<file path="config.mk">
export PLATFORM = sky130hd
export DESIGN_NAME = bmlt_ram
export DESIGN_NICKNAME = d
export VERILOG_FILES = /design/src/rtl/bmlt_ram.sv
export SDC_FILE = /design/constraint.sdc
export NUM_CORES = 1
export LEC_CHECK = 0
export ABC_CLOCK_PERIOD_IN_PS = 3050
export BUFFER_PORTS_ARGS = -buffer_cell sky130_fd_sc_hd__buf_4
export CAP_MARGIN = 25
export CORE_MARGIN = 2
export CORE_UTILIZATION = 40
export DETAILED_ROUTE_END_ITERATION = 10
export PLACE_DENSITY_LB_ADDON = 0.2
export SLEW_MARGIN = 0
export SYNTH_ARGS = -nofsm -noshare
export SYNTH_HDL_FRONTEND = slang
export SYNTH_SLANG_ARGS = --single-unit
</file>
<file path="constraint.sdc">
create_clock -name clk -period 3.05 [get_ports clk]
set_input_delay 0.61 -clock clk [delete_from_list [all_inputs] [get_ports clk]]
set_output_delay 0.61 -clock clk [all_outputs]
set_load 0.01 [all_outputs]
</file>
<file path="src/rtl/bmlt_ram.sv">
// ----------------------------------------------------------------------------
// bmlt_ram
// Generic single-write, single-read RAM with registered read data.
// ----------------------------------------------------------------------------
module bmlt_ram #(
  parameter int WIDTH = 8,
  parameter int DEPTH = 16
) (
  input  logic                                      clk,
  input  logic                                      we,
  input  logic [((DEPTH > 1) ? $clog2(DEPTH) : 1)-1:0] waddr,
  input  logic [WIDTH-1:0]                          wdata,
  input  logic [((DEPTH > 1) ? $clog2(DEPTH) : 1)-1:0] raddr,
  output logic [WIDTH-1:0]                          rdata
);

  logic [WIDTH-1:0] mem_r [DEPTH];
  logic [WIDTH-1:0] rdata_r;

  always_ff @(posedge clk) begin
    if (we) begin
      mem_r[waddr] <= wdata;
    end
    rdata_r <= mem_r[raddr];
  end

  assign rdata = rdata_r;

endmodule

</file>
# Word-level counts from Yosys, hierarchy flattened
# Memories as Yosys holds them, arrays and structs flattened. A register that Yosys moved wholly into a read port is not among the register bits.
# Index checks and enable logic that the tools add are counted.
totals:
  memories: 1
  elab_cells: 3
  mem_bits_rw: 128
  register_bits: 0
  out_inout_bits: 8
  input_bits: 18
mem_list:
  columns: ["name", "words", "word_bits", "read_ports", "rd_clocked_by_memory_dff", "wr", "line", "rtl"]
  rows:
  - ["mem_r", 16, 8, 1, 1, 1, "17", "logic [WIDTH-1:0] mem_r [DEPTH];"]
op_classes:
  n_mux: 2
op_table:
  columns: ["cell", "n"]
  rows:
  - ["$mux W1", 2]

# Logic depth before layout (Yosys ltp)
# Gate-level depths: netlist of run 1.
logic_depth:
  word_depth: 2
  mapped_depth: 5
  mapped_depth_nobuf: 3

# Worst setup path before layout of run 1
# No wires, ideal clock.
synth_path:
  kind: "input port to flip-flop"
  startpoint: "input port waddr[2] in the netlist's numbering"
  endpoint: "memory mem_r[0][0] (enable)"
  required_time_ns: 2.667
  t_arrival_ns: 1.720
  cell_stages: 2
  path_buffers: 0
  setup_slack_ns: 0.947
  path_cell_list: "or3b_2 nor3_1"
synth_lines:
  columns: ["item", "line", "rtl"]
  rows:
  - ["start: declaration", "11", "input logic [((DEPTH > 1) ? $clog2(DEPTH) : 1)-1:0] waddr,"]
  - ["end: declaration", "17", null]
# Straight into the memory's write port.

# Worst setup path in the final report of run 1
layout_path:
  startpoint: "input port waddr[2] in the netlist's numbering"
  endpoint: "memory mem_r[3][3] (enable)"
# Straight into the memory's write port.

==> qor.txt, run 1 <==
status: complete, no violations
final worst slack: 1.14 ns
worst slew pin tran: 0.887 ns
Die Span Y: 117 microns
path depth of the worst reg2reg path: 3
clock buffer depth: 2
flops & latches, synth: 136
DR iter-0 viols: 217
post_cts resized: 0
Clock power frac: 49.5%
number of clock sinks: 136
Clk Latency, worst-skew pair: 0.40 ns
Max Transition Viols Final: 0
endpoints failing hold: 0
TritonCTS clock tree: built
number of I/O pins: 26
final period utilization: 62.6%
final setup violation count: 0
# diodes: 0
# port buffers: 25
clock skew: 0.00840 ns
Worst-path clk slew: 0.06 ns
hpwl dp: 6.08 mm
Starting Density: 41.0%
Critical Path Sink Type: flip-flop
Worst Path Required: 3.08 ns
mean routed wirelength per cell: 21.6 microns
First-pass DRT Iterations: 4
critical setup path kind: in -> reg
vias in the first global route: 2536
WL final: 10.0 mm
register share of total power: 46.1%
clk root buf: clkbuf_16
P_sw: 0.848 mW
Max-cap violations: 0
Period minus WS final: 1.91 ns
synth warn: 0
Post-Place Worst Slack: 0.703 ns
cell taking the most area after synthesis: edfxtp_1
Setup TNS: 0 ns
dominant cells by area after synthesis: edfxtp_1 75%, mux4_2 7.9%, mux4_1 7.1%, dfxtp_1 3.1%, a22oi_1 2.3%
gr usage total: 15.6%
Die Wd: 117 microns
Mapped Avg Cell Area: 22.5 sq um
row count: 41
layout cell share with drive strength beyond 1: 30.1%
TritonCTS buffer count: 17
via count: 2389
Layout Nets: 297
hold path cells: 1
gp weighted congestion: 0.695
RSZ-0062 raised after global routing: false
Logic pwr share: 4.4%
startpoint types: input pin
initial antenna violation count: 0
number of distinct library cells after synthesis: 19
top cell type's share of synthesized area: 74.7%
Worst EP arrival: 1.94 ns
area grow syn2layout: 21.3%
drc violations: 0
worst-path maximum fanout: 8
Hold Crit Class: in -> reg
post-CTS setup repair buffer count: 0
max frequency: 0.524 GHz
Avg Vias per Cell: 5.15
hold buffer count at cts: 0
H-tree depth: 4
antenna viol nets, final: 0
Worst VDD drop: 0.391 mV
cells after synthesis: 229
full die area: 13800 sq um
global-route wire length before repair: 15.2 mm
Mapped Area: 5150 sq um
sequential element share of the synthesized area: 77.8%
Core ar.: 12600 sq um
Syn Nets: 247
gr ovfl total: 0
power per cell area: 730 nW/um^2
Internal: 3.71 mW
Switching Share: 18.6%
largest net degree at the start of global routing: 33
Rel. slew slack: 40.6%
Tot Pwr: 4.56 mW
P_leak: 2.11 nW
-- power groups by stage --
stage	clock network [mW]	logic, mW	registers, mW
6_report	2.25	0.201	2.10
2_1_floorplan	0	0.106	2.14
4_1_cts	2.29	0.207	2.10
5_1_grt	2.36	0.221	2.11
3_3_place_gp	0	0.206	2.14
3_5_place_dp	0	0.207	2.14
-- per-layer routing --
| metal | up-vias | GRT usage [%] | wire length (microns) |
|---|---|---|---|
| met3 | 7 | 4.38 | 357 |
| met1 | 1257 | 20.9 | 4620 |
| met2 | 53 | 24.5 | 4950 |
| li1 | 1072 | - | - |
| met5 | - | 0 | 0 |
| met4 | 0 | 6.10 | 110 |
-- cell usage in the layout, fill, tap and decap left out --
master,netlist,final
bufinv_16,0,6
inv_6,0,1
nor3_1,4,4
or3b_2,1,1
mux4_1,14,14
nand2b_1,2,2
dfxtp_1,8,8
mux4_2,18,18
nor2b_1,1,1
nor2_1,13,13
clkinv_1,0,2
nand2_1,9,9
clkbuf_16,0,17
nand3b_1,2,2
and2_1,1,1
clkinv_4,0,1
a22oi_1,16,16
clkinv_2,0,1
nand3_1,1,1
buf_4,1,41
edfxtp_1,128,128
clkinvlp_4,0,2
and2b_1,1,1
clkbuf_1,0,2
-- registers in the layout, indices dropped and copies added, names as in the netlist --
name	count
rdata	8
mem_r	128
-- path summary, 6_finish.rpt --
kind	endpoint	start	slack, ns
max reg2reg	rdata[5]	mem_r[1][5]	1.67
min reg2reg	rdata[1]	mem_r[7][1]	0.66
max	mem_r[3][3]	waddr[2]	1.14
min	mem_r[1][1]	wdata[1]	0.51
-- stage by stage --
step	hold slack, ns	cell area, sq um	utilization [%]	cells
floorplan	0.629	5150	-	229
global placement	0.648	5580	44.4	432
detailed placement	0.652	5580	44.4	432
CTS	0.500	6240	49.7	464
global route	0.513	6240	49.7	464
finish	0.512	6240	49.7	464
-- cell type report --
type                            instances  area, sq um
Timing Repair Buffer                   41          308
Clock buffer                           19          433
Fill cell                            1011         6330
Sequential cell                       136         4000
Clock inverter                         13          225
Multi-Input combinational cell         83         1060
Tap cell                              172          215
-- synthesized netlist by cell type --
master / count
a22oi_1: 16
and2_1: 1
and2b_1: 1
buf_2: 3
buf_4: 1
buf_6: 3
clkdlybuf4s25_2: 3
dfxtp_1: 8
edfxtp_1: 128
mux4_1: 14
mux4_2: 18
nand2_1: 9
nand2b_1: 2
nand3_1: 1
nand3b_1: 2
nor2_1: 13
nor2b_1: 1
nor3_1: 4
or3b_2: 1
-- logic make-up (layout without fill, tap and decap cells) --
| group | Yosys count | count (layout) | synth area share [%] |
|---|---|---|---|
| AO/OA/AOI/OAI | 16 | 16 | 2.33 |
| buffers and inverters | 10 | 73 | 1.68 |
| AND/OR/NAND/NOR | 35 | 35 | 3.18 |
| multiplexers | 32 | 32 | 15.0 |
| flip-flops | 136 | 136 | 77.8 |
-- worst max-delay path, stage by stage --
cell	delay [ns]
buf_4	0.12
or3b_2	0.51
nor2_1	0.70
Note: power is estimated with default switching activity, not from simulation.
==> run 2, diff against run 1 <==
- ABC_CLOCK_PERIOD_IN_PS: 3050 -> 1550
- clock period: 3.05 -> 1.55 ns (I/O delays scaled with it)
==> run 2 against run 1 <==
Compared with the run above: non-clock buffer count rose by 15; flip-flop and latch count unchanged; core utilization is 0.13 points higher; global-route usage hardly changed; via count rose by 0.54%; clock skew down 0.0014 ns; combinational power is 120% higher; clock power grew 57%; sequential power is 97% higher; power is 78% higher; worst hold slack lost 0.30 ns; critical path depth did not move; largest cell class unchanged; highest routed layer unchanged.
==> qor.txt, run 2 (same netlist as run 1, synthesis figures left out) <==
status: complete, no violations
Logic pwr share: 5.4% (+1.0 points)
Core ar.: 12600 sq um (unchanged)
largest net degree at the start of global routing: 17 (-48%)
Worst EP arrival: 1.69 ns (-0.25 ns)
Setup crit start: mem_r[2][5]
initial antenna violation count: 0 (unchanged)
Worst Path Required: 1.82 ns (-1.26 ns)
crit path capture: rdata[5]
RSZ-0062 raised after global routing: false
reg2reg setup slack: 0.14 ns (-1.53 ns)
critical-path cell list: mux4_1, a22oi_1, nand2_1
final setup violation count: 0 (unchanged)
endpoints failing hold: 0 (unchanged)
Worst-path clk slew: 0.06 ns (about the same)
mean routed wirelength per cell: 21.0 microns (-2.8%)
# diodes: 0 (unchanged)
Top delay family on crit path: multiplexers
r2r startpoint: mem_r[2][5]
startpoint types: flip-flop
antenna viol nets, final: 0 (unchanged)
gp weighted congestion: 0.736 (+5.8%)
power per cell area: 1300 nW/um^2 (+77%)
Max-cap violations: 0 (unchanged)
clock buffer depth: 2 (unchanged)
layout cell share with drive strength beyond 1: 34.9% (+4.7 points)
Worst path slowest cell: mux4_1
final period utilization: 91.2%
vias in the first global route: 2567 (+1.2%)
area grow syn2layout: 21.6%
most frequent cells in the layout: 128 x edfxtp_1, 54 x buf_4, 18 x mux4_2
Clk Latency, worst-skew pair: 0.41 ns (about the same)
P_leak: 2.14 nW (+1.1%)
CP bufs+invs: 0 (-1)
Tot Pwr: 8.11 mW (+78%)
Period minus WS final: 1.41 ns
gr ovfl total: 0 (unchanged)
First-pass DRT Iterations: 4 (unchanged)
Max Transition Viols Final: 0 (unchanged)
Largest Register: mem_r
hpwl dp: 6.57 mm (+8.0%)
worst-path maximum fanout: 1 (-7)
via count: 2402 (+0.54%)
number of flip-flops under the largest register name: 128 (unchanged)
TritonCTS buffer count: 17 (unchanged)
TritonCTS clock tree: built
clk root buf: clkbuf_16
path depth of the worst reg2reg path: 3 (unchanged)
max frequency: 0.707 GHz
gr usage total: 15.6% (-0.043 points)
clock skew: 0.00705 ns (-0.00135 ns)
register share of total power: 51.0% (+4.9 points)
row count: 41 (unchanged)
Layout Nets: 312 (+5.1%)
H-tree depth: 4 (unchanged)
critical setup path kind: reg -> reg
worst slew pin tran: 0.852 ns (-0.0349 ns)
Switching Share: 21.6% (+3.0 points)
Worst VDD drop: 0.738 mV (+89%)
Hold Crit Class: in -> reg
Die Span Y: 117 microns (unchanged)
hold buffer count at cts: 0 (unchanged)
Worst R2R End: rdata[5]
drc violations: 0 (unchanged)
Clock power frac: 43.6% (-5.9 points)
number of I/O pins: 26 (unchanged)
final instance area: 6260 sq um (+0.26%)
post-CTS setup repair buffer count: 0 (unchanged)
Starting Density: 41.0% (unchanged)
number of clock sinks: 136 (unchanged)
Die Wd: 117 microns (unchanged)
DR iter-0 viols: 211 (-2.8%)
most common cell after layout, fill and taps aside: edfxtp_1
global-route wire length before repair: 15.2 mm (-0.14%)
slowest cell delay on critical path: 0.50 ns (-0.20 ns)
final worst slack: 0.136 ns (-1.01 ns)
Internal: 6.36 mW (+71%)
P_sw: 1.75 mW (+110%)
dpl cell area: 5730 sq um (+2.6%)
Rel. slew slack: 43.0% (+2.3 points)
WL final: 10.1 mm (+0.31%)
Critical Path Sink Type: flip-flop
post_cts resized: 0 (unchanged)
Post-Place Worst Slack: -0.300 ns (-1.00 ns)
CP Depth: 3 (unchanged)
full die area: 13800 sq um (unchanged)
Avg Vias per Cell: 5.01 (-2.6%)
# port buffers: 25 (unchanged)
## run 2: final cells by class
| class | instances | area, sq um |
|---|---|---|
| Fill cell | 1018 | 6310 |
| Clock buffer | 17 | 425 |
| Tap cell | 172 | 215 |
| Sequential cell | 136 | 4000 |
| Clock inverter | 15 | 106 |
| Multi-Input combinational cell | 83 | 1060 |
| Timing Repair Buffer | 56 | 445 |
## run 2: worst min path at each step
stage	start	endpoint	slack, ns	cells after the start
finish	wdata[5]	mem_r[9][5]	0.21	1
global route	wdata[2]	mem_r[12][2]	0.21	1
CTS	wdata[5]	mem_r[3][5]	0.19	1
detailed placement	wdata[5]	mem_r[2][5]	0.62	1
global placement	wdata[5]	mem_r[6][5]	0.62	1
floorplan	wdata[0]	mem_r[0][0]	0.41	0
## run 2: metal layers
metal / up-vias / wire, microns / GRT usage [%]
met5: - / 0 / 0
met4: 0 / 119 / 6.17
met3: 10 / 308 / 4.28
met2: 44 / 5170 / 25.6
met1: 1244 / 4470 / 19.8
li1: 1104 / - / -
## run 2: power by group through the flow
| stage | Combinational [mW] | Sequential (mW) | Clock [mW] |
|---|---|---|---|
| 4_1_cts | 0.451 | 4.14 | 3.59 |
| 2_1_floorplan | 0.209 | 4.22 | 0 |
| 6_report | 0.439 | 4.13 | 3.54 |
| 3_5_place_dp | 0.450 | 4.21 | 0 |
| 5_1_grt | 0.479 | 4.14 | 3.74 |
| 3_3_place_gp | 0.442 | 4.21 | 0 |
## run 2: through the flow
stage          instances  util (%)  hold slack, ns  setup TNS [ns]
6_report             479      49.8           0.208               0
3_5_place_dp         447      45.6           0.624           -2.19
5_1_grt              479      49.8           0.215               0
3_3_place_gp         447      45.6           0.619           -2.21
4_1_cts              479      49.8           0.193               0
2_1_floorplan        229         -           0.409          -0.703
