### config.mk
export PLATFORM = sky130hd
export DESIGN_NAME = bmlt_ctrl
export DESIGN_NICKNAME = d
export VERILOG_FILES = /design/src/rtl/bmlt_pkg.sv /design/src/rtl/bmlt_ctrl.sv
export SDC_FILE = /design/constraint.sdc
export NUM_CORES = 1
export LEC_CHECK = 0
export ABC_AREA = 1
export BUFFER_PORTS_ARGS = -buffer_cell sky130_fd_sc_hd__buf_2
export CORE_ASPECT_RATIO = 1.75
export CORE_MARGIN = 5
export CORE_UTILIZATION = 52
export CTS_CLUSTER_DIAMETER = 50
export DETAILED_ROUTE_END_ITERATION = 6
export GPL_TIMING_DRIVEN = 1
export PLACE_DENSITY_LB_ADDON = 0.08
export SLEW_MARGIN = 20
export SYNTH_ARGS = -nofsm -noshare
export SYNTH_HDL_FRONTEND = slang
export SYNTH_SLANG_ARGS = --single-unit
### constraint.sdc
create_clock -name clk -period 19.33 [get_ports clk]
set_clock_uncertainty 0.1 [all_clocks]
set_input_delay 3.866 -clock clk [delete_from_list [all_inputs] [get_ports clk]]
set_output_delay 3.866 -clock clk [all_outputs]
set_load 0.01 [all_outputs]
### src/rtl/bmlt_pkg.sv
// ----------------------------------------------------------------------------
// bmlt_pkg
// Shared types and constants of the bookmark list table.
// ----------------------------------------------------------------------------
package bmlt_pkg;

  localparam int MAX_ENTRIES = 16;
  localparam int NUM_BOOKS   = 8;

  localparam int KIND_W  = 2;
  localparam int SLOT_W  = 3;
  localparam int INDEX_W = 4;
  localparam int WORD_W  = 32;
  localparam int ENTRY_W = 3 * WORD_W;
  localparam int LEN_W   = 5;

  localparam int CNT_W       = $clog2(MAX_ENTRIES + 1);
  localparam int CMP_W       = (CNT_W > INDEX_W) ? CNT_W : INDEX_W;
  localparam int BOOK_IDX_W  = (NUM_BOOKS > 1) ? $clog2(NUM_BOOKS) : 1;
  localparam int SLOT_EXT_W  = (SLOT_W > BOOK_IDX_W) ? SLOT_W : BOOK_IDX_W;
  localparam int STORE_DEPTH = NUM_BOOKS * MAX_ENTRIES;
  localparam int ADDR_W      = (STORE_DEPTH > 1) ? $clog2(STORE_DEPTH) : 1;

  localparam int IN_FIELDS_W  = SLOT_W + INDEX_W + ENTRY_W;
  localparam int IN_DATA_W    = ((IN_FIELDS_W + 7) / 8) * 8;
  localparam int OUT_FIELDS_W = LEN_W + ENTRY_W;
  localparam int OUT_DATA_W   = ((OUT_FIELDS_W + 7) / 8) * 8;

  typedef enum logic [KIND_W-1:0] {
    KIND_ADD    = 2'd0,
    KIND_REMOVE = 2'd1,
    KIND_GET    = 2'd2,
    KIND_COUNT  = 2'd3
  } kind_t;

  typedef struct packed {
    kind_t               kind;
    logic [SLOT_W-1:0]   book_slot;
    logic [INDEX_W-1:0]  entry_index;
    logic [WORD_W-1:0]   spine;
    logic [WORD_W-1:0]   block;
    logic [WORD_W-1:0]   offset;
  } req_t;

  typedef struct packed {
    logic               ok;
    logic [LEN_W-1:0]   list_length;
    logic [WORD_W-1:0]  spine;
    logic [WORD_W-1:0]  block;
    logic [WORD_W-1:0]  offset;
  } res_t;

  typedef struct packed {
    logic                we;
    logic [ADDR_W-1:0]   waddr;
    logic [ENTRY_W-1:0]  wdata;
    logic [ADDR_W-1:0]   raddr;
  } mem_req_t;

endpackage

### src/rtl/bmlt_ctrl.sv
// ----------------------------------------------------------------------------
// bmlt_ctrl
// Sequencer: walks one list through the entry RAM read port, comparing for
// duplicates, shifting entries down, or fetching one entry; keeps the counts.
// ----------------------------------------------------------------------------
module bmlt_ctrl (
  input  logic                        clk,
  input  logic                        rst_n,
  input  logic                        req_valid,
  output logic                        req_ready,
  input  bmlt_pkg::req_t              req,
  output logic                        res_valid,
  input  logic                        res_ready,
  output bmlt_pkg::res_t              res,
  output bmlt_pkg::mem_req_t          mem,
  input  logic [bmlt_pkg::ENTRY_W-1:0] mem_rdata
);
  import bmlt_pkg::*;

  typedef enum logic [2:0] {
    S_IDLE   = 3'b001,
    S_SCAN   = 3'b010,
    S_FINISH = 3'b100
  } state_t;

  state_t              state_r, state_nxt;
  kind_t               kind_r;
  logic                fail_r, fail_nxt;
  logic                dup_r, dup_nxt;
  logic [ADDR_W-1:0]   base_r;
  logic [BOOK_IDX_W-1:0] book_r;
  logic [CNT_W-1:0]    cnt_r;
  logic [CNT_W-1:0]    ptr_r, ptr_nxt;
  logic [CNT_W-1:0]    end_r, end_nxt;
  logic                pend_r;
  logic [CNT_W-1:0]    pend_ptr_r;
  logic [ENTRY_W-1:0]  key_r;
  logic [ENTRY_W-1:0]  got_r;
  logic [CNT_W-1:0]    counts_r [NUM_BOOKS];

  logic [SLOT_EXT_W-1:0] slot_ext;
  logic [BOOK_IDX_W-1:0] book_idx;
  logic                  slot_ok;
  logic [CNT_W-1:0]      cnt_cur;
  logic                  idx_ok;
  logic                  accept;
  logic                  issue;
  logic                  finish;
  logic                  add_ok;
  logic                  rem_ok;
  logic [CNT_W-1:0]      cnt_new;

  assign slot_ext = SLOT_EXT_W'(req.book_slot);
  assign book_idx = slot_ext[BOOK_IDX_W-1:0];
  assign slot_ok  = (32'(slot_ext) < NUM_BOOKS);
  assign cnt_cur  = slot_ok ? counts_r[book_idx] : '0;
  assign idx_ok   = (CMP_W'(req.entry_index) < CMP_W'(cnt_cur));

  assign req_ready = (state_r == S_IDLE);
  assign accept    = req_valid && req_ready;
  assign issue     = (state_r == S_SCAN) && (ptr_r < end_r);
  assign finish    = (state_r == S_FINISH) && res_ready;
  assign add_ok    = (kind_r == KIND_ADD) && !fail_r && !dup_r;
  assign rem_ok    = (kind_r == KIND_REMOVE) && !fail_r;

  always_comb begin
    cnt_new = cnt_r;
    if (add_ok) begin
      cnt_new = cnt_r + CNT_W'(1);
    end else if (rem_ok) begin
      cnt_new = cnt_r - CNT_W'(1);
    end
  end

  // request decode: decide refusal and the scan window up front
  always_comb begin
    fail_nxt = !slot_ok;
    ptr_nxt  = '0;
    end_nxt  = '0;
    case (req.kind)
      KIND_ADD: begin
        if (32'(cnt_cur) >= MAX_ENTRIES) begin
          fail_nxt = 1'b1;
        end
        end_nxt = cnt_cur;
      end
      KIND_REMOVE: begin
        if (!idx_ok) begin
          fail_nxt = 1'b1;
        end
        ptr_nxt = CNT_W'(req.entry_index) + CNT_W'(1);
        end_nxt = cnt_cur;
      end
      KIND_GET: begin
        if (!idx_ok) begin
          fail_nxt = 1'b1;
        end
        ptr_nxt = CNT_W'(req.entry_index);
        end_nxt = CNT_W'(req.entry_index) + CNT_W'(1);
      end
      default: begin
      end
    endcase
  end

  // the duplicate compare unit, used by add only
  always_comb begin
    dup_nxt = dup_r;
    if (pend_r && (kind_r == KIND_ADD) && (mem_rdata == key_r)) begin
      dup_nxt = 1'b1;
    end
  end

  always_comb begin
    state_nxt = state_r;
    case (state_r)
      S_IDLE: begin
        if (accept) begin
          if (fail_nxt || (req.kind == KIND_COUNT)) begin
            state_nxt = S_FINISH;
          end else begin
            state_nxt = S_SCAN;
          end
        end
      end
      S_SCAN: begin
        if (!issue && !pend_r) begin
          state_nxt = S_FINISH;
        end
      end
      S_FINISH: begin
        if (res_ready) begin
          state_nxt = S_IDLE;
        end
      end
      default: state_nxt = S_IDLE;
    endcase
  end

  always_ff @(posedge clk) begin
    if (!rst_n) begin
      state_r <= S_IDLE;
      pend_r  <= 1'b0;
      for (int b = 0; b < NUM_BOOKS; b++) begin
        counts_r[b] <= '0;
      end
    end else begin
      state_r <= state_nxt;
      pend_r  <= issue;
      if (finish && !fail_r) begin
        counts_r[book_r] <= cnt_new;
      end
    end
  end

  always_ff @(posedge clk) begin
    if (accept) begin
      kind_r <= req.kind;
      fail_r <= fail_nxt;
      dup_r  <= 1'b0;
      base_r <= ADDR_W'(book_idx) * ADDR_W'(MAX_ENTRIES);
      book_r <= book_idx;
      cnt_r  <= cnt_cur;
      ptr_r  <= ptr_nxt;
      end_r  <= end_nxt;
      key_r  <= {req.offset, req.block, req.spine};
    end else begin
      dup_r <= dup_nxt;
      if (issue) begin
        ptr_r <= ptr_r + CNT_W'(1);
      end
    end
    pend_ptr_r <= ptr_r;
    if (pend_r && (kind_r == KIND_GET)) begin
      got_r <= mem_rdata;
    end
  end

  always_comb begin
    mem.raddr = base_r + ADDR_W'(ptr_r);
    mem.we    = 1'b0;
    mem.waddr = base_r + ADDR_W'(cnt_r);
    mem.wdata = key_r;
    if (pend_r && (kind_r == KIND_REMOVE)) begin
      // entry read last cycle moves down one place
      mem.we    = 1'b1;
      mem.waddr = base_r + ADDR_W'(pend_ptr_r - CNT_W'(1));
      mem.wdata = mem_rdata;
    end else if (finish && add_ok) begin
      mem.we = 1'b1;
    end
  end

  always_comb begin
    res_valid       = (state_r == S_FINISH);
    res.ok          = !fail_r && !((kind_r == KIND_ADD) && dup_r);
    res.list_length = fail_r ? LEN_W'(cnt_r) : LEN_W'(cnt_new);
    res.spine       = '0;
    res.block       = '0;
    res.offset      = '0;
    if ((kind_r == KIND_GET) && !fail_r) begin
      res.spine  = got_r[WORD_W-1:0];
      res.block  = got_r[2*WORD_W-1:WORD_W];
      res.offset = got_r[3*WORD_W-1:2*WORD_W];
    end
  end

endmodule

======== Yosys cells after proc, flatten, opt, wreduce, memory -nomap -nowiden ========
Memory sizes are Yosys's and may differ from the RTL's.
Cells that the tools add are included.
storage, ports and cells
  bits in registers ....................... 223
  bits in writable memories ............... 40
  input bits .............................. 205
  output and inout port bits .............. 215
  memories kept ........................... 1
cells by class
  add/subtract/negate cells ............... 8
  $lt $le $gt $ge ......................... 3
  equal/unequal tests ..................... 12
  muxes and demuxes ....................... 26
  reduce and logical (&&, ||, !) cells .... 29
memories
  memory    depth  bits a word  read ports  clocked after memory_dff  write ports  line             text
  counts_r  8      5            1           0                         8            bmlt_ctrl.sv:39  logic [CNT_W-1:0] counts_r [NUM_BOOKS];
operator list
  operator                                                                 count
  103-bit 2-to-1 mux                                                       1
  96-bit == test                                                           1
  96-bit 2-to-1 mux                                                        1
  5-bit 2-to-1 mux                                                         6
  5-bit one-hot mux with 2 select lines                                    2
  1-bit logical AND                                                        16
  3-bit 2-to-1 mux                                                         5
  7-bit by 5-bit adder with 7-bit output                                   2
  5-bit by 1-bit adder with 5-bit output, second input constant            2
  1-bit 2-to-1 mux                                                         9
  3-bit one-hot mux with 3 select lines                                    1
  7-bit adder                                                              1
  2-bit == test, second input constant                                     3
  2-bit by 1-bit inequality test with 1-bit output, second input constant  3
  5-bit by 1-bit subtractor with 6-bit output, second input constant       1
  4-bit by 1-bit adder with 5-bit output, second input constant            1
  5-bit >= comparator, second input constant                               1
  1-bit logical NOT                                                        5
  4-bit by 5-bit < comparator with 1-bit output                            1
  5-bit < comparator                                                       1
  5-bit OR reduction                                                       1
  5-bit by 1-bit subtractor with 5-bit output, second input constant       1
  2-bit by 1-bit == test with 1-bit output, second input constant          2
  2-bit logical NOT                                                        2
  8 further kinds                                                          9

======== Depth between registers and ports, before layout ========
Gate-level depths: netlist (run 1).
  depth in word-level cells ............... 8
  gate-level depth with buffers ........... 15
  mapped depth without buffers ............ 13

======== Worst setup path before layout (run 1) ========
Ideal clock, no wire load.
  path type ............................... in2out
  start point ............................. input mem_rdata[14] in the netlist's numbering
  end point ............................... output mem[21] in the netlist's numbering
  arrival ................................. 4.193 ns
  slack ................................... 11.171 ns
  cell stages on the path ................. 2
  path through ............................ inv_1 -> o21ai_0
RTL lines
  item                line             text
  start: declaration  bmlt_ctrl.sv:16  input logic [bmlt_pkg::ENTRY_W-1:0] mem_rdata
  end: declaration    bmlt_ctrl.sv:15  output bmlt_pkg::mem_req_t mem,

==> Implementation_results.wiki, run 1 <==
{| class="wikitable"
! Metric !! Value
|-
| Fin Setup TNS || 0 ns
|-
| Max stage delay cell, worst path || buf_2
|-
| Category of cells accounting for the largest share of critical-path delay || buffers and inverters
|-
| Part of the Yosys area used for sequential elements || about 61%
|-
| Actual transition at the worst max-transition pin || 1.01 ns
|-
| Insertion delay to the later sink of the worst-skew pair || about 0.53 ns
|-
| Number of setup violations in the final report || 0
|-
| Number of enable-type register cells in the synthesized netlist || 253
|-
| Proportion of register bits with asynchronous set or reset after synthesis || 0%
|-
| Vias in the first global route || a little over 10000
|-
| Avg WL per Cell || 20.4 µm
|-
| Remaining number of nets flagged by the antenna check after routing || 0
|-
| Clock tree sinks || about 260
|-
| Synthesized area per cell || 9.79 µm²
|-
| Number of failing hold endpoints at the final stage || 0
|-
| Buf+Inv Stages, Crit Path || 3
|-
| Relative slew slack || approximately a third
|-
| Leading cell type in the layout, fill and taps excluded || buf_2
|-
| Crit path DAT || about 4.4 ns
|-
| Length of the first detailed-routing pass in iterations || 6
|-
| CP dominant cell by count || buf_2
|-
| Primary FF master, synth || edfxtp_1
|-
| Root Driver || clkbuf_16
|-
| Total routing resource utilization after global routing || about 29%
|-
| WP data required || 15.36 ns
|-
| Period utilisation layout || a little over two fifths
|-
| Routed via count || 10500
|-
| Number of top-level pins || 420
|-
| Max frequency || approximately 120 MHz
|-
| # resized after CTS || 0
|-
| Result of the run || finished, final reports clean
|-
| Number of antenna violations at the first check in global routing || 12
|-
| Starting density of the core || between 50 and 60%
|-
| Buffer count from post-CTS setup fixing || 0
|-
| Violation count after the first detailed-routing iteration || 727
|-
| Floorplan die area || 27900 µm²
|-
| Maximum fanout encountered on the critical timing path || 3
|-
| Final Wtd Congestion || approximately 0.94
|-
| Detail Placement HPWL || about 32 mm
|-
| Clock slew at reported path FFs || around 0.07 ns
|-
| Number of instances in the synthesized netlist || approximately 1300
|-
| Total CTS buffers || 25
|-
| Worst setup SP type || primary input
|-
| Routed via count divided by cell count || ~5.1
|-
| Die H || 217 µm
|-
| Synthesis-to-finish area growth || 24.5%
|-
| Number of distinct standard cells referenced by the synthesized netlist || 41
|-
| Utilization of the core after routing || 65.1%
|-
| Count of warnings emitted by yosys || 0
|-
| Maximum number of pins on one net before global-route repair || 83
|-
| Element type at the critical path end || primary output
|-
| Max clock buf depth || 3
|-
| Worst IR drop on VDD || 0.0948 mV
|-
| Port Buffer Count || between 400 and 500
|-
| Worst hold path type || reg2reg
|-
| Critical setup path kind || in2out
|-
| Total congestion overflow || 0
|-
| Core area || ~24000 µm²
|-
| Post-synthesis register bit count || around 260
|-
| Most used cells in the layout excluding fill and tap cells || 419 x buf_2, 382 x nand2_1, 253 x edfxtp_1
|-
| Die Wd || 128 µm
|-
| Area of the mapped netlist || ~13000 µm²
|-
| Final wirelength || approximately 42 mm
|-
| Power density of the placed cells || between 80 and 90 nW/µm²
|-
| Post-layout nets || ~1900
|-
| Max-slew violation total from the final report || 0
|-
| Setup repair after global routing missed its margin || no
|-
| CTS tree || done
|-
| Max capacitance violation total || 0
|-
| Number of levels the H-tree was split into || 1
|-
| Synthesized netlist net count || between 1500 and 2000
|-
| Leakage power || around 0.0075 µW
|-
| Fraction of final layout cells with drive strength greater than 1 || between 20 and 30%
|-
| Final critical delay including setup and external delays || a little over 8 ns
|-
| DRC || 0
|-
| Worst stage delay on the critical path || roughly 0.17 ns
|-
| Hold Buf Count CTS || 0
|-
| Global-route wire length before repair || 61.5 mm
|-
| Sequence of cells on the critical path || buf_2, inv_1, o21ai_0, buf_2
|-
| Total number of placement rows || 76
|}
[final timing paths]
path	start	end	slack [ns]	cells after the start
setup / recovery	mem_rdata[79]	mem[86]	11.02	4
hold / removal	ptr_r[1]	pend_ptr_r[1]	0.41	0
setup reg to reg	kind_r[1]	got_r[12]	16.33	4
hold reg to reg	ptr_r[1]	pend_ptr_r[1]	0.41	0
[flip-flops by register name, summed over array words and instances (netlist names)]
signal	flops
got_r	96
key_r	96
counts_r	40
cnt_r	5
end_r	5
pend_ptr_r	5
ptr_r	5
base_r	3
state_r	3
kind_r	2
dup_r	1
fail_r	1
pend_r	1
[routing by layer]
layer / GRT usage, % / up-vias / wire [µm]
met5: 0 / - / 13
met4: 11.8 / 2 / 1760
met3: 5.82 / 93 / 3290
met2: 54.1 / 437 / 22700
met1: 32.4 / 4935 / 14200
li1: - / 5030 / -
[synth_stat cells, types with 2 or more instances]
cell,n,share of area (%)
a21oi_1,11,0.43
a31oi_1,2,0.098
buf_2,24,0.94
buf_4,5,0.29
buf_6,2,0.18
clkbuf_1,12,0.35
dfxtp_1,10,1.6
edfxtp_1,253,60
ha_1,20,2.0
inv_1,164,4.8
inv_2,8,0.24
nand2_1,382,11
nand2_2,5,0.25
nand3_1,23,0.90
nand4_1,14,0.69
nor2_1,177,5.2
nor3_1,19,0.74
nor3_2,4,0.31
nor4_1,3,0.15
o211ai_1,2,0.12
o21ai_0,41,1.6
o221ai_1,6,0.41
o22ai_1,7,0.34
or2_2,4,0.20
xnor2_1,46,3.2
xor2_1,44,3.0
xor2_2,2,0.25
[area by class of cell]
| type | count | area (µm²) |
|---|---|---|
| Timing Repair Buffer | 426 | 2150 |
| Multi-Input combinational cell | 826 | 4120 |
| Tap cell | 312 | 390 |
| Antenna cell | 14 | 35.0 |
| Clock buffer | 27 | 633 |
| Inverter | 172 | 649 |
| Fill cell | 2100 | 8540 |
| Clock inverter | 18 | 121 |
| Sequential cell | 263 | 7800 |
[kinds of logic after synthesis]
group	synth area share [%]
adders and majority gates	2.12
AOI/OAI and AO/OA	3.58
and+or+nand+nor	19.9
muxes	0.0784
buffers and inverters	6.82
xor gates and xnor gates	6.43
DFF	61.1
[power breakdown]
group          total [µW]  switching, µW  leakage, µW  internal (µW)
registers             697           25.4      0.00247            671
logic                 251            162      0.00466           88.5
clock network         466            215     0.000370            251
[metrics by stage]
step | setup slack (ns) | cell area (µm²) | hold slack (ns) | power (µW) | cells
after floorplan | 11.17 | 12800 | 0.299 | 839 | 1304
after global placement | 10.99 | 15100 | 0.394 | 957 | 1999
after detailed placement | 11.00 | 15100 | 0.397 | 960 | 1999
after CTS | 11.00 | 15900 | 0.413 | 1420 | 2044
after global routing | 10.98 | 15900 | 0.437 | 1470 | 2055
final | 11.02 | 15900 | 0.410 | 1410 | 2058
Note: power is estimated with default switching activity, not from simulation.
==> run 2: changes to the inputs <==
--- a/config.mk
+++ b/config.mk
@@ -5,11 +5,11 @@
 export SDC_FILE = /design/constraint.sdc
 export NUM_CORES = 1
 export LEC_CHECK = 0
-export ABC_AREA = 1
+export ABC_AREA = 0
 export BUFFER_PORTS_ARGS = -buffer_cell sky130_fd_sc_hd__buf_2
 export CORE_ASPECT_RATIO = 1.75
 export CORE_MARGIN = 5
-export CORE_UTILIZATION = 52
+export CORE_UTILIZATION = 51
 export CTS_CLUSTER_DIAMETER = 50
 export DETAILED_ROUTE_END_ITERATION = 6
 export GPL_TIMING_DRIVEN = 1
==> constraint.sdc (replaced) <==
create_clock -name clk -period 8.6 [get_ports clk]
set_clock_uncertainty 0.1 [all_clocks]
set_input_delay 1.72 -clock clk [delete_from_list [all_inputs] [get_ports clk]]
set_output_delay 1.72 -clock clk [all_outputs]
set_load 0.01 [all_outputs]
==> run 2 against run 1 <==
Net effect:
- critical path type is now reg2out
- critical path depth up 1
- setup slack worse by 7.4 ns
- area after synthesis down 3.3%
- critical endpoint is now mem[7]
==> Implementation_results.wiki, run 2 <==
{| class="wikitable"
! Metric !! Value
|-
| Fin Setup TNS || 0 ns (unchanged)
|-
| Post-layout power || 3210 µW (+130%)
|-
| Fraction of final layout cells with drive strength greater than 1 || 44.0% (+16 points)
|-
| Max-slew violation total from the final report || 0 (unchanged)
|-
| Max capacitance violation total || 0 (unchanged)
|-
| # resized after CTS || 0 (unchanged)
|-
| Vias in the first global route || 8912 (-14%)
|-
| Worst IR drop on VDD || 0.181 mV (+91%)
|-
| Count of warnings emitted by yosys || 0 (unchanged)
|-
| Clock slew at reported path FFs || 0.07 ns (about the same)
|-
| Area of the mapped netlist || 12400 µm² (-3.3%)
|-
| Final wirelength || 38.1 mm (-9.3%)
|-
| Maximum number of pins on one net before global-route repair || 97 (+17%)
|-
| Detail Placement HPWL || 29.5 mm (-7.9%)
|-
| Number of levels the H-tree was split into || 1 (unchanged)
|-
| DRC || 0 (unchanged)
|-
| Period utilisation layout || between 50 and 60%
|-
| Total congestion overflow || 0 (unchanged)
|-
| Setup slack of the worst register-to-register path || 5.39 ns (-10.94 ns)
|-
| Post-synth top area share || 61.5% (+2.0 points)
|-
| Number of instances in the synthesized netlist || 872 (-33%)
|-
| Die Wd || 128 µm (-0.63%)
|-
| Number of failing hold endpoints at the final stage || 0 (unchanged)
|-
| Maximum fanout encountered on the critical timing path || 64 (+61)
|-
| Sequential cell area || 7800 µm² (unchanged)
|-
| Setup repair after global routing missed its margin || no
|-
| Total routing resource utilization after global routing || 26.7% (-2.6 points)
|-
| Core area || 23900 µm² (-2.1%)
|-
| Top post-synthesis cells by count || 253 x edfxtp_1, 97 x and2_1, 95 x mux2_2
|-
| Number of top-level pins || 420 (unchanged)
|-
| Final Wtd Congestion || 0.897 (-4.7%)
|-
| Routed via count || 8699 (-17%)
|-
| Synthesized netlist net count || 1098 (-28%)
|-
| Number of distinct standard cells referenced by the synthesized netlist || 53 (+29%)
|-
| Post-synthesis register bit count || 263 (unchanged)
|-
| Number of antenna violations at the first check in global routing || 6 (-6)
|-
| Worst hold path type || reg2reg
|-
| Destination of the worst hold path || state_r[1]
|-
| Number of enable-type register cells in the synthesized netlist || 253 (unchanged)
|-
| Insertion delay to the later sink of the worst-skew pair || 0.53 ns (about the same)
|-
| Max frequency || roughly 200 MHz
|-
| Crit path DAT || 3.16 ns (-1.19 ns)
|-
| Number of setup violations in the final report || 0 (unchanged)
|-
| Proportion of register bits with asynchronous set or reset after synthesis || 0% (unchanged)
|-
| Length of the first detailed-routing pass in iterations || 7 (+1)
|-
| Element type at the critical path end || primary output
|-
| Critical setup path kind || reg2out
|-
| Min-Delay Startpoint || state_r[1]
|-
| Max clock buf depth || 3 (unchanged)
|-
| Hold Buf Count CTS || 0 (unchanged)
|-
| Leading cell type in the layout, fill and taps excluded || buf_2
|-
| Most frequently used cell type in the post-synthesis netlist || edfxtp_1
|-
| Worst setup SP type || flip-flop
|-
| Total CTS buffers || 26 (+4.0%)
|-
| Port Buffer Count || 419 (unchanged)
|-
| Ranking of synthesized cells by area || edfxtp_1 62%, mux2_2 8.7%, xor2_1 5.6%, and2_1 4.9%, ha_1 2.0%
|-
| Post-layout nets || 1519 (-22%)
|-
| Fillcell total || 1886 (-10%)
|-
| Regs by FF count || got_r: 96 flops, key_r: 96 flops, counts_r: 40 flops
|-
| Total area of multi-input combinational cells || 4280 µm² (+3.8%)
|-
| RR Startpoint || state_r[1]
|-
| Final critical delay including setup and external delays || around 5 ns
|-
| Synthesized area per cell || 14.2 µm² (+45%)
|-
| CTS tree || done
|-
| Root Driver || clkbuf_16
|-
| Post-synthesis cell type with the largest combined area || edfxtp_1
|-
| Synthesis-to-finish area growth || 26.2%
|-
| Destination of the worst register-to-register timing path || ptr_r[2]
|-
| Global-route wire length before repair || 55.0 mm (-11%)
|-
| Leakage power || 0.00662 µW (-12%)
|-
| Remaining number of nets flagged by the antenna check after routing || 0 (unchanged)
|-
| Worst hold stages || 2 (+2)
|-
| Die H || 216 µm (-0.65%)
|-
| Floorplan die area || 27600 µm² (-1.3%)
|-
| Relative slew slack || 28.3% (-4.6 points)
|-
| Part of the Yosys area used for sequential elements || 63.1% (+2.1 points)
|-
| Utilization of the core after routing || 65.1% (+0.088 points)
|-
| Starting density of the core || 51.6% (-0.62 points)
|-
| Total number of placement rows || 75 (-1.3%)
|-
| Most used cells in the layout excluding fill and tap cells || 419 x buf_2, 253 x edfxtp_1, 97 x and2_1
|-
| Buffer count from post-CTS setup fixing || 0 (unchanged)
|-
| Number of cells traversed by the worst register-to-register path || 6 (+2)
|-
| Violation count after the first detailed-routing iteration || 629 (-13%)
|-
| Primary FF master, synth || edfxtp_1
|-
| Avg WL per Cell || 23.4 µm (+15%)
|-
| Power density of the placed cells || 206 nW/µm² (+130%)
|-
| Result of the run || finished, final reports clean
|-
| Routed via count divided by cell count || 5.35 (+4.9%)
|-
| Actual transition at the worst max-transition pin || 1.07 ns (+0.0611 ns)
|-
| WP data required || 6.78 ns (-8.58 ns)
|-
| Hold Worst Slack || 0.402 ns (-0.00811 ns)
|-
| Clock tree sinks || 263 (unchanged)
|}
-- run 2: per-layer routing --
metal	routed length [µm]	up-vias	track usage (%)	part of all wire [%]
met5	7	-	0	0.018
met4	1350	2	9.95	3.5
met3	2880	68	4.92	7.5
met2	20500	413	49.5	54
met1	13300	4192	30.1	35
li1	-	4024	-	-
-- run 2: stage by stage --
step                cells  worst slack, ns  area (µm²)
floorplan             872             3.44       12400
detailed placement   1573             4.18       14700
global placement     1573             4.22       14700
finish               1626             3.62       15600
global route         1626             3.50       15600
CTS                  1621             3.66       15600
-- run 2: cell type report --
type                       count  area share [%]
antenna                        5          0.0803
clock buffer                  29            4.38
clock inverter                19            1.00
inverter                      33           0.811
multi-input combinational    543            27.4
sequential                   263            50.0
tap                          308            2.47
timing repair buffer         426            13.8
-- run 2: worst max path at each step --
stage                     startpoint         end  slack [ns]
final                      kind_r[0]      mem[7]        3.62
after global routing       kind_r[0]     mem[92]        3.50
after CTS                  kind_r[0]     mem[61]        3.66
after detailed placement    req[100]  state_r[2]        4.18
after global placement      req[100]  state_r[2]        4.22
after floorplan            req_valid   base_r[4]        3.44
-- run 2: power by group --
| group | leakage, µW | internal (µW) | total [µW] | switching [µW] |
|---|---|---|---|---|
| registers | 0.00247 | 1510 | 1570 | 64.4 |
| clock network | 0.000406 | 635 | 1120 | 485 |
| logic | 0.00374 | 215 | 520 | 306 |
-- run 2: worst max-delay path, stage by stage, from the launching register on --
cell and delay (ns):
edfxtp_1 0.48, nand3b_1 0.16, buf_4 0.53, buf_4 0.76
mux2_2 0.42, buf_2 0.14
-- run 2: logic make-up after synthesis --
| group | Yosys count | share of synthesized area [%] |
|---|---|---|
| adder cells (fa/ha/maj) | 21 | 2.19 |
| AO/OA/AOI/OAI | 57 | 3.10 |
| AND/OR/NAND/NOR | 254 | 11.0 |
| multiplexers | 106 | 10.8 |
| XOR/XNOR | 105 | 7.45 |
| buffers and inverters | 66 | 2.31 |
| flip-flops | 263 | 63.1 |
==> run 3: changes to the inputs <==
==> constraint.sdc (replaced) <==
create_clock -name clk -period 4.87 [get_ports clk]
set_clock_uncertainty 0.1 [all_clocks]
set_input_delay 0.974 -clock clk [delete_from_list [all_inputs] [get_ports clk]]
set_output_delay 0.974 -clock clk [all_outputs]
set_load 0.01 [all_outputs]
==> run 3 against run 2 <==
Net effect:
- count of clock-buffer cells in the layout decreased by 1
- sequential cell count unchanged
- wire length rose by 0.33%
- setup slack lost 2.7 ns
- register-to-register slack worse by 3.2 ns
- die area did not move
- global-route usage barely moved
- largest cell class unchanged
==> Implementation_results.wiki, run 3 (synthesized netlist as in run 2, its figures left out) <==
{| class="wikitable"
! Metric !! Value
|-
| Root Driver || clkbuf_16
|-
| Remaining number of nets flagged by the antenna check after routing || 0 (unchanged)
|-
| Cell internal pwr || 4140 µW (+76%)
|-
| Vias in the first global route || 8968 (+0.63%)
|-
| Critical setup path kind || reg2out
|-
| Setup slack of the worst register-to-register path || 2.15 ns (-3.24 ns)
|-
| Final wirelength || 38.2 mm (+0.33%)
|-
| Total congestion overflow || 0 (unchanged)
|-
| Setup repair after global routing missed its margin || no
|-
| Clock slew at reported path FFs || 0.06 ns (about the same)
|-
| Buf+Inv Stages, Crit Path || 2 (-1)
|-
| Sequential cell fraction of total power || 49.3% (+0.4 points)
|-
| Number of antenna violations at the first check in global routing || 15 (+9)
|-
| Period utilisation layout || between 80% and 90%
|-
| Post-route non-filler standard cell count || 1631 (+0.31%)
|-
| Buffer count from post-CTS setup fixing || 0 (unchanged)
|-
| Max stage delay cell, worst path || xnor2_1
|-
| Hold Worst Slack || 0.411 ns (+0.00899 ns)
|-
| Element type at the critical path end || primary output
|-
| Number of levels the H-tree was split into || 1 (unchanged)
|-
| Cell Count Post-Placement || 1574 (+0.064%)
|-
| Max capacitance violation total || 0 (unchanged)
|-
| Port Buffer Count || 419 (unchanged)
|-
| Destination of the worst register-to-register timing path || state_r[2]
|-
| Total routing resource utilization after global routing || 26.7% (about the same)
|-
| Maximum number of pins on one net before global-route repair || 97 (unchanged)
|-
| Avg WL per Cell || 23.4 µm (about the same)
|-
| # resized after CTS || 0 (unchanged)
|-
| Max-slew violation total from the final report || 0 (unchanged)
|-
| Actual transition at the worst max-transition pin || 1.15 ns (+0.0815 ns)
|-
| Leading cell type in the layout, fill and taps excluded || buf_2
|-
| Die Wd || 128 µm (unchanged)
|-
| Post-layout nets || 1519 (unchanged)
|-
| Global-route wire length before repair || 55.1 mm (+0.19%)
|-
| Min-Delay Startpoint || state_r[1]
|-
| Clock share of power || 34.1% (-0.8 points)
|-
| Number of setup violations in the final report || 0 (unchanged)
|-
| Total CTS buffers || 25 (-3.8%)
|-
| Starting density of the core || 51.6% (unchanged)
|-
| DRC || 0 (unchanged)
|-
| Max frequency || between 200 and 300 MHz
|-
| Number of cells traversed by the worst register-to-register path || 9 (+3)
|-
| Die H || 216 µm (unchanged)
|-
| Routed via count || 8740 (+0.47%)
|-
| Worst hold stages || 2 (unchanged)
|-
| Worst stage delay on the critical path || 0.85 ns (+0.09 ns)
|-
| Insertion delay to the later sink of the worst-skew pair || 0.51 ns (-0.02 ns)
|-
| Number of failing hold endpoints at the final stage || 0 (unchanged)
|-
| Length of the first detailed-routing pass in iterations || 5 (-2)
|-
| Power density of the placed cells || 360 nW/µm² (+75%)
|-
| CTS tree || done
|-
| Fin Setup TNS || 0 ns (unchanged)
|-
| Fillcell total || 1926 (+2.1%)
|-
| Maximum fanout encountered on the critical timing path || 9 (-86%)
|-
| Routed via count divided by cell count || 5.36 (+0.16%)
|-
| Final Wtd Congestion || 0.877 (-2.2%)
|-
| Sequence of cells on the critical path || nor4_2, nor2_1, xnor2_1, inv_1, buf_2
|-
| Violation count after the first detailed-routing iteration || 573 (-8.9%)
|-
| Final critical delay including setup and external delays || between 3 and 4 ns
|-
| Relative slew slack || 22.8% (-5.5 points)
|-
| Number of top-level pins || 420 (unchanged)
|-
| Floorplan die area || 27600 µm² (unchanged)
|-
| Destination of the worst hold path || state_r[1]
|-
| Leakage power || 0.00661 µW (about the same)
|-
| Core area || 23900 µm² (unchanged)
|-
| WP data required || 3.80 ns (-2.98 ns)
|-
| Most used cells in the layout excluding fill and tap cells || 419 x buf_2, 253 x edfxtp_1, 97 x and2_1
|-
| Fraction of final layout cells with drive strength greater than 1 || 43.9% (-0.13 points)
|-
| RR Startpoint || counts_r[1][2]
|-
| Crit path DAT || 2.89 ns (-0.27 ns)
|-
| Total number of placement rows || 75 (unchanged)
|-
| Regs by FF count || got_r: 96 flops, key_r: 96 flops, counts_r: 40 flops
|-
| Detail Placement HPWL || 29.7 mm (+0.60%)
|-
| Switching component of the power || 1470 µW (+72%)
|-
| Category of cells accounting for the largest share of critical-path delay || XOR/XNOR gates
|-
| Max clock buf depth || 3 (unchanged)
|-
| Net switching fraction of the power || 26.2% (-0.46 points)
|-
| Clock tree sinks || 263 (unchanged)
|-
| Worst IR drop on VDD || 0.294 mV (+62%)
|-
| Result of the run || finished, final reports clean
|-
| Worst setup SP type || flip-flop
|-
| Hold Buf Count CTS || 0 (unchanged)
|-
| Combinational share of power || 16.6% (+0.4 points)
|-
| Worst hold path type || reg2reg
|-
| Synthesis-to-finish area growth || 26.2% (about the same)
|}
## run 3: stage by stage
step / util [%] / total power (µW) / area (µm²) / worst slack (ns)
6_report: 65.1 / 5610 / 15600 / 0.903
2_1_floorplan: - / 3300 / 12400 / 0.459
3_3_place_gp: 61.7 / 3740 / 14800 / 1.32
4_1_cts: 65.0 / 5660 / 15500 / 0.939
5_1_grt: 65.1 / 5850 / 15600 / 0.672
3_5_place_dp: 61.7 / 3750 / 14800 / 1.22
## run 3: power by group through the flow
stage          registers, µW  logic (µW)  clock network, µW
3_5_place_dp            2820         933                  0
4_1_cts                 2770         940               1950
3_3_place_gp            2810         926                  0
6_report                2770         929               1910
5_1_grt                 2780        1010               2050
2_1_floorplan           2790         514                  0
## run 3: worst min-delay path: cells and delay by family (launching register included)
family             cells  cell delay [ns]
DFF                    1             0.34
and+or+nand+nor        1             0.07
AOI/OAI and AO/OA      1             0.06
## run 3: how the worst max path moves through the flow
stage / startpoint / to / cells past startpoint
5_1_grt: kind_r[1] / res[96] / 5
4_1_cts: kind_r[1] / res[96] / 5
3_5_place_dp: req[100] / state_r[2] / 10
6_report: kind_r[1] / res[96] / 5
3_3_place_gp: req[100] / state_r[2] / 10
2_1_floorplan: req_valid / base_r[4] / 2
## run 3: routing by layer
metal  wire (µm)  vias up  global-route usage, %  part of all wire [%]
met1       13300     4233                   29.4                    35
met5          23        -                      0                 0.060
met3        2690       81                   5.24                   7.0
met4        1660        4                   13.1                   4.3
li1            -     4033                      -                     -
met2       20600      389                   48.5                    54
## run 3: area by class of cell
type,instances,area [µm²],share of cell area (%)
clock inverters,16,156,1.00
diodes,13,32.5,0.209
well taps,308,385,2.47
inverters,33,126,0.811
clock buffers,28,637,4.09
multi-input cells,543,4280,27.4
repair buffers,427,2170,13.9
flip-flops and latches,263,7800,50.0
